### src/rtl/etr_pkg.sv
// shared types and constants for the echo trimmed-mean ranger
`default_nettype none
package etr_pkg;

    typedef logic [2:0] status_t;

    localparam status_t ST_PENDING = 3'd0;
    localparam status_t ST_NO_ECHO = 3'd1;
    localparam status_t ST_SPREAD  = 3'd2;
    localparam status_t ST_SAFE    = 3'd3;
    localparam status_t ST_CLOSE   = 3'd4;
    localparam status_t ST_BELOW   = 3'd5;

    localparam int CFG_IDX_W  = 3;
    localparam int CFG_DATA_W = 16;

    typedef logic [CFG_IDX_W-1:0] cfg_idx_t;

    localparam cfg_idx_t REG_NEAR_LIMIT   = 3'd0;
    localparam cfg_idx_t REG_MIN_DISTANCE = 3'd1;
    localparam cfg_idx_t REG_SPREAD_LIMIT = 3'd2;
    localparam cfg_idx_t REG_SCALE_MULT   = 3'd3;
    localparam cfg_idx_t REG_SCALE_SHIFT  = 3'd4;

    localparam int COUNT_W    = 16;
    localparam int DIST_W     = 16;
    localparam int SHIFT_W    = 5;
    localparam int WIN_CNT_W  = 3;
    localparam int WINDOW_LEN = 6;

    localparam logic [DIST_W-1:0]  NEAR_LIMIT_RST   = 16'd20;
    localparam logic [DIST_W-1:0]  MIN_DISTANCE_RST = 16'd5;
    localparam logic [DIST_W-1:0]  SPREAD_LIMIT_RST = 16'd50;
    localparam logic [DIST_W-1:0]  SCALE_MULT_RST   = 16'd1130;
    localparam logic [SHIFT_W-1:0] SCALE_SHIFT_RST  = 5'd16;

endpackage
`default_nettype wire

### src/rtl/echo_trimmed_mean_ranger_top.sv
// echo trimmed-mean ranger: windowed max/min trimmed average, scaling and classification
// Takes one echo count per cycle unless m_ready stalls; one result word per input, in order.
// A nonzero count joins a window of six; on the sixth the largest and smallest are dropped,
// the other four are averaged, checked for spread, scaled by scale_mult >> scale_shift
// (saturated to 16 bits) and classified. A zero count clears the window and reports no echo.
// The path is two register stages (input register, result register) with the window state
// and the single multiplier between them; one word can enter every cycle while m_ready does
// not stall. Only the low SAMPLE_WIDTH bits of the count are used (at most 16). The user
// must write registers only while idle; the block itself does not enforce it.
`default_nettype none
module echo_trimmed_mean_ranger_top
    import etr_pkg::*;
#(
    parameter int SAMPLE_WIDTH = 16
) (
    input  wire logic                  aclk,
    input  wire logic                  aresetn,
    input  wire logic                  cfg_write,
    input  wire logic [CFG_IDX_W-1:0]  cfg_index,
    input  wire logic [CFG_DATA_W-1:0] cfg_data,
    input  wire logic                  s_valid,
    output logic                       s_ready,
    input  wire logic [COUNT_W-1:0]    s_echo_count,
    output logic                       m_valid,
    input  wire logic                  m_ready,
    output logic [2:0]                 m_status,
    output logic [DIST_W-1:0]          m_distance
);

    localparam int SW     = (SAMPLE_WIDTH < COUNT_W) ? SAMPLE_WIDTH : COUNT_W;
    localparam int SUM_W  = SW + 3;
    localparam int PROD_W = SW + DIST_W;
    localparam int LIM_W  = DIST_W + 1;
    localparam logic [WIN_CNT_W-1:0] LAST_SLOT = WIN_CNT_W'(WINDOW_LEN - 1);

    // configuration
    logic [DIST_W-1:0]  near_limit_reg;
    logic [DIST_W-1:0]  min_distance_reg;
    logic [DIST_W-1:0]  spread_limit_reg;
    logic [DIST_W-1:0]  scale_mult_reg;
    logic [SHIFT_W-1:0] scale_shift_reg;

    // pipeline
    logic          in_valid_reg;
    logic [SW-1:0] in_sample_reg;
    logic          out_valid_reg;
    status_t       status_reg;
    status_t       status_next;
    logic          out_free;
    logic          advance;

    // window state
    logic [WIN_CNT_W-1:0] sample_count_reg, sample_count_next;
    logic [SUM_W-1:0]     running_sum_reg, running_sum_next;
    logic [SW-1:0]        window_max_reg, window_max_next;
    logic [SW-1:0]        window_min_reg, window_min_next;
    logic                 have_first_reg, have_first_next;
    logic [DIST_W-1:0]    last_distance_reg, last_distance_next;

    logic [SW-1:0]     max_upd, min_upd;
    logic [SUM_W-1:0]  sum_upd;
    logic [SUM_W-1:0]  trimmed;
    logic [SW-1:0]     avg;
    logic [LIM_W-1:0]  spread_lim;
    logic              spread_ok;
    logic [PROD_W-1:0] product;
    logic [PROD_W-1:0] shifted;
    logic [DIST_W-1:0] scaled_dist;

    assign out_free = !out_valid_reg || m_ready;
    assign advance  = in_valid_reg && out_free;
    assign s_ready  = !in_valid_reg || out_free;

    assign m_valid    = out_valid_reg;
    assign m_status   = status_reg;
    assign m_distance = last_distance_reg;

    always_ff @(posedge aclk) begin
        if (!aresetn) begin
            near_limit_reg   <= NEAR_LIMIT_RST;
            min_distance_reg <= MIN_DISTANCE_RST;
            spread_limit_reg <= SPREAD_LIMIT_RST;
            scale_mult_reg   <= SCALE_MULT_RST;
            scale_shift_reg  <= SCALE_SHIFT_RST;
        end else if (cfg_write) begin
            unique case (cfg_index)
                REG_NEAR_LIMIT:   near_limit_reg   <= cfg_data;
                REG_MIN_DISTANCE: min_distance_reg <= cfg_data;
                REG_SPREAD_LIMIT: spread_limit_reg <= cfg_data;
                REG_SCALE_MULT:   scale_mult_reg   <= cfg_data;
                REG_SCALE_SHIFT:  scale_shift_reg  <= cfg_data[SHIFT_W-1:0];
                default: ;
            endcase
        end
    end

    // window update and trimmed average
    always_comb begin
        if (!have_first_reg) begin
            max_upd = in_sample_reg;
            min_upd = in_sample_reg;
        end else begin
            max_upd = (in_sample_reg > window_max_reg) ? in_sample_reg : window_max_reg;
            min_upd = (in_sample_reg < window_min_reg) ? in_sample_reg : window_min_reg;
        end
        sum_upd     = running_sum_reg + SUM_W'(in_sample_reg);
        trimmed     = sum_upd - SUM_W'(max_upd) - SUM_W'(min_upd);
        avg         = trimmed[SW+1:2];
        spread_lim  = LIM_W'(min_upd) + LIM_W'(spread_limit_reg);
        spread_ok   = LIM_W'(max_upd) <= spread_lim;
        product     = PROD_W'(avg) * PROD_W'(scale_mult_reg);
        shifted     = product >> scale_shift_reg;
        scaled_dist = (|shifted[PROD_W-1:DIST_W]) ? {DIST_W{1'b1}} : shifted[DIST_W-1:0];
    end

    always_comb begin
        sample_count_next  = sample_count_reg;
        running_sum_next   = running_sum_reg;
        window_max_next    = window_max_reg;
        window_min_next    = window_min_reg;
        have_first_next    = have_first_reg;
        last_distance_next = last_distance_reg;
        status_next        = ST_PENDING;
        if (in_sample_reg == '0) begin
            sample_count_next = '0;
            running_sum_next  = '0;
            window_max_next   = '0;
            window_min_next   = '0;
            have_first_next   = 1'b0;
            status_next       = ST_NO_ECHO;
        end else if (sample_count_reg == LAST_SLOT) begin
            sample_count_next = '0;
            running_sum_next  = '0;
            window_max_next   = '0;
            window_min_next   = '0;
            have_first_next   = 1'b0;
            if (spread_ok) begin
                last_distance_next = scaled_dist;
                priority if (scaled_dist >= near_limit_reg) begin
                    status_next = ST_SAFE;
                end else if (scaled_dist >= min_distance_reg) begin
                    status_next = ST_CLOSE;
                end else begin
                    status_next = ST_BELOW;
                end
            end else begin
                status_next = ST_SPREAD;
            end
        end else begin
            sample_count_next = sample_count_reg + 1'b1;
            running_sum_next  = sum_upd;
            window_max_next   = max_upd;
            window_min_next   = min_upd;
            have_first_next   = 1'b1;
        end
    end

    always_ff @(posedge aclk) begin
        if (!aresetn) begin
            in_valid_reg      <= 1'b0;
            out_valid_reg     <= 1'b0;
            sample_count_reg  <= '0;
            running_sum_reg   <= '0;
            window_max_reg    <= '0;
            window_min_reg    <= '0;
            have_first_reg    <= 1'b0;
            last_distance_reg <= '0;
        end else begin
            if (s_ready) begin
                in_valid_reg <= s_valid;
            end
            if (out_free) begin
                out_valid_reg <= in_valid_reg;
            end
            if (advance) begin
                sample_count_reg  <= sample_count_next;
                running_sum_reg   <= running_sum_next;
                window_max_reg    <= window_max_next;
                window_min_reg    <= window_min_next;
                have_first_reg    <= have_first_next;
                last_distance_reg <= last_distance_next;
            end
        end
    end

    // payload, no reset
    always_ff @(posedge aclk) begin
        if (s_valid && s_ready) begin
            in_sample_reg <= s_echo_count[SW-1:0];
        end
        if (advance) begin
            status_reg <= status_next;
        end
    end

endmodule
`default_nettype wire
### config.mk
export PLATFORM = sky130hd
export DESIGN_NAME = echo_trimmed_mean_ranger_top
export DESIGN_NICKNAME = d
export VERILOG_FILES = /design/src/rtl/etr_pkg.sv /design/src/rtl/echo_trimmed_mean_ranger_top.sv
export SDC_FILE = /design/constraint.sdc
export NUM_CORES = 1
export LEC_CHECK = 0
export ABC_AREA = 1
export BUFFER_PORTS_ARGS = -buffer_cell sky130_fd_sc_hd__buf_2
export CAP_MARGIN = 20
export CORE_MARGIN = 2
export CORE_UTILIZATION = 65
export CTS_BUF_LIST = sky130_fd_sc_hd__clkbuf_16
export DETAILED_ROUTE_END_ITERATION = 10
export PLACE_DENSITY = 0.91
export SLEW_MARGIN = 20
export SYNTH_ARGS = -nofsm -noshare
export SYNTH_HDL_FRONTEND = slang
export SYNTH_SLANG_ARGS = --single-unit
### constraint.sdc
create_clock -name aclk -period 16.17 [get_ports aclk]
set_input_delay 0.8085 -clock aclk [delete_from_list [all_inputs] [get_ports aclk]]
set_output_delay 0.8085 -clock aclk [all_outputs]
set_load 0.01 [all_outputs]
==> impl_metrics.yaml <==
outcome:
  status: "complete, no violations"
worst_setup_path:
  cp-endpoint: "m_status[2]"
  r2r-start: "in_sample_reg[2]"
  worstReg2RegEnd: "m_status[2]"
  ff2ff_path_depth: 67
  crit_slowest_cell: "xor2_1"
  crit_path_start: "in_sample_reg[2]"
  cp_common_cell: "nand2_1"
  cp.arrival_ns: 14.96
  crit_type: "reg -> reg"
  cp_slowest_stage_delay_ns: 0.86
  crit_fanout: 32
  end_kind: "flop"
  r2r_setup_slack_ns: 1.46
  start_kind: "flop"
  crit_required_ns: 16.42
job:
  cap_violations: 0
synth:
  synth_top_family_by_area: "adder cells"
  postSynthAreaPerCell_um2: 7.03
  syn_nets: 3469
  ys_ff_latch: 160
  synth_area_mm2: 0.0210
  syn_inst: 2986
  ys_warn_count: 0
  synthAdderAreaFrac_pct: 33.9
  synth-xor-area-share_pct: 2.09
  synth_compound_area_share_pct: 11.2
  synth-edff-count: 19
  synthMuxAreaShare_pct: 0.0953
  seq_area_frac_synth_pct: 16.2
  async_reset_ff_share_pct: 0
  ys.flop_type: "dfxtp_1"
  yosys.area_share.simple_pct: 24.5
  synthDistinctLibCells: 51
placement:
  routabilityCongestion: 0.988
  io_buffers: 60
  hpwlAfterDp_mm: 49.4
routing:
  wl_mm: 62.3
  first_pass_iters: 6
  drc: 0
  vias: 20100
  drt_iter0_drc: 1685
  vias_per_cell: 5.91
  ant_nets: 0
  wl_per_cell_um: 18.4
sta:
  skew_ns: 0.0117
  finalMaxSlewViolations: 0
  fin_crit_sh_pct: 91.0
  period_needed_ns: 14.71
  rsz0062_at_grt: "false"
  finalSetupTns_ns: 0
  hold_viol_final: 0
  tightestPinTransition_ns: 1.26
  setup_violations: 0
  fmax_mhz: 68.0
  relSlewSlack_pct: 15.0
final_layout:
  diodes: 0
  largest_reg_flops: 18
  drive_gt1_share_pct: 5.48
  final_util_pct: 69.7
  nets: 3462
  syn2layout_area_growth_pct: 5.27
  nFillCells: 2646
clock_tree:
  cts_tree: "done"
  cts.path.max_buffers: 2
  cts_buffers: 17
  insertion_delay_ns: 0.45
  holdBufCountCts: 0
  post-cts-setup-buffers: 0
  ctsResizeCount: 0
  clk_pin_slew_worst_paths_ns: 0.07
  cts.sinks: 160
  ctsRootBufferMaster: "clkbuf_16"
  htreeDepth: 4
floorplanning:
  start_util_pct: 66.2
  die_area_mm2: 0.0338
  ioPinCount: 61
  die_y_um: 184
  coreArea_mm2: 0.0317
  rows: 65
  die_w_um: 184
global_route:
  antenna_found_initial: 1
  first_global_vias: 19800
  grtUsageTotal_pct: 38.1
  grt_max_degree: 76
  grt_pass1_wl_mm: 101
  grt_overflow: 0
min_path:
  min_from: "min_distance_reg[13]"
  min_path_type: "reg -> reg"
[worst min-delay path by stage]
stage                           end  slack (ns)  depth (start not counted)
2_1_floorplan   sample_count_reg[2]        0.42                          1
3_3_place_gp    sample_count_reg[2]        0.44                          1
3_5_place_dp    sample_count_reg[2]        0.45                          1
4_1_cts         sample_count_reg[2]        0.46                          1
5_1_grt           window_min_reg[6]        0.48                          2
6_report       min_distance_reg[13]        0.47                          2
[per-stage QoR]
stage	std cells	cell area [um2]	hold slack, ns	worst slack [ns]
global route	3394	22100	0.480	0.353
finish	3394	22100	0.465	1.46
detailed placement	3362	21500	0.451	1.96
floorplan	2986	21000	0.422	4.85
CTS	3394	22100	0.463	1.88
global placement	3362	21500	0.437	2.33
[routing by layer]
layer	vias to the layer above	track usage (%)	part of all wire, %
met2	1071	61.5	46
met1	9348	48.3	39
li1	9371	-	-
met4	2	20.1	5.9
met3	279	7.77	9.8
met5	-	0	0.021
[critical path, delay by kind of cell, from the launching register on]
family                     cells  cell delay [ns]
xor gates and xnor gates       1             0.86
DFF                            1             0.55
and+or+nand+nor               38             4.96
buffers and inverters          4             0.47
AOI/OAI and AO/OA             13             2.87
adders and majority gates     11             4.76
[cells in the final DEF (no fill, tap or decap), drive strengths merged, types with 4 or more instances in the layout]
cell type    n
a31oi        5
xnor2       19
a21oi      219
edfxtp      19
nand3b       5
o21ai      157
xor2        29
nor4         4
fa         210
ha         233
nor3        14
nor2       220
o31ai        5
clkbuf      17
buf         75
or2         29
o211ai      17
o21bai       4
nand2      718
inv        569
or4          4
nand4       16
o21a        11
nand3      210
o221ai       4
dfxtp      141
clkinv      13
[synth_stat cells, types with 2 or more instances]
cell type	number	area, um2
o21ai_0	154	771
clkinv_1	6	22.5
and2_1	2	12.5
o2111ai_1	3	26.3
xnor2_1	19	166
o221ai_1	4	35.0
o31ai_1	5	37.5
nand4_1	16	100
a21oi_1	219	1100
buf_6	2	22.5
o211ai_1	17	128
a211oi_1	2	15.0
nor3_1	14	70.1
o21ai_1	3	15.0
nand3_2	6	60.1
nor2_2	4	25.0
a31oi_1	5	31.3
a21boi_0	3	22.5
or4_1	4	30.0
ha_1	233	2920
nand3b_1	4	30.0
nor4_1	4	25.0
nand3_1	204	1020
a21o_1	3	22.5
fa_1	210	4200
nor2_1	213	800
o21bai_1	4	30.0
o22ai_1	3	18.8
xor2_1	28	245
inv_1	560	2100
o21a_1	11	82.6
nand2_1	711	2670
edfxtp_1	19	571
buf_1	9	33.8
or2_2	29	181
mux2i_1	2	20.0
buf_2	9	45.0
dfxtp_1	141	2820
clkbuf_1	81	304
nand2_2	7	43.8
nor2_4	3	33.8
[area by class of cell]
type	instances	area [um2]	share of cell area, %
tap	402	503	2.27
timing repair buffer	75	413	1.87
sequential	160	3390	15.3
multi-input combinational	2158	15100	68.2
inverter	567	2130	9.62
clock inverter	15	166	0.753
clock buffer	17	425	1.92
[cells by family after synthesis]
logic type                 count (synthesis)
DFF                                      160
adders and majority gates                443
muxes                                      2
buffers and inverters                    668
AOI/OAI and AO/OA                        439
xor gates and xnor gates                  48
and+or+nand+nor                         1226
Power is left out: the tool's default activity adds up to more than one toggle a clock period on the data nets, which glitch-free logic cannot reach.
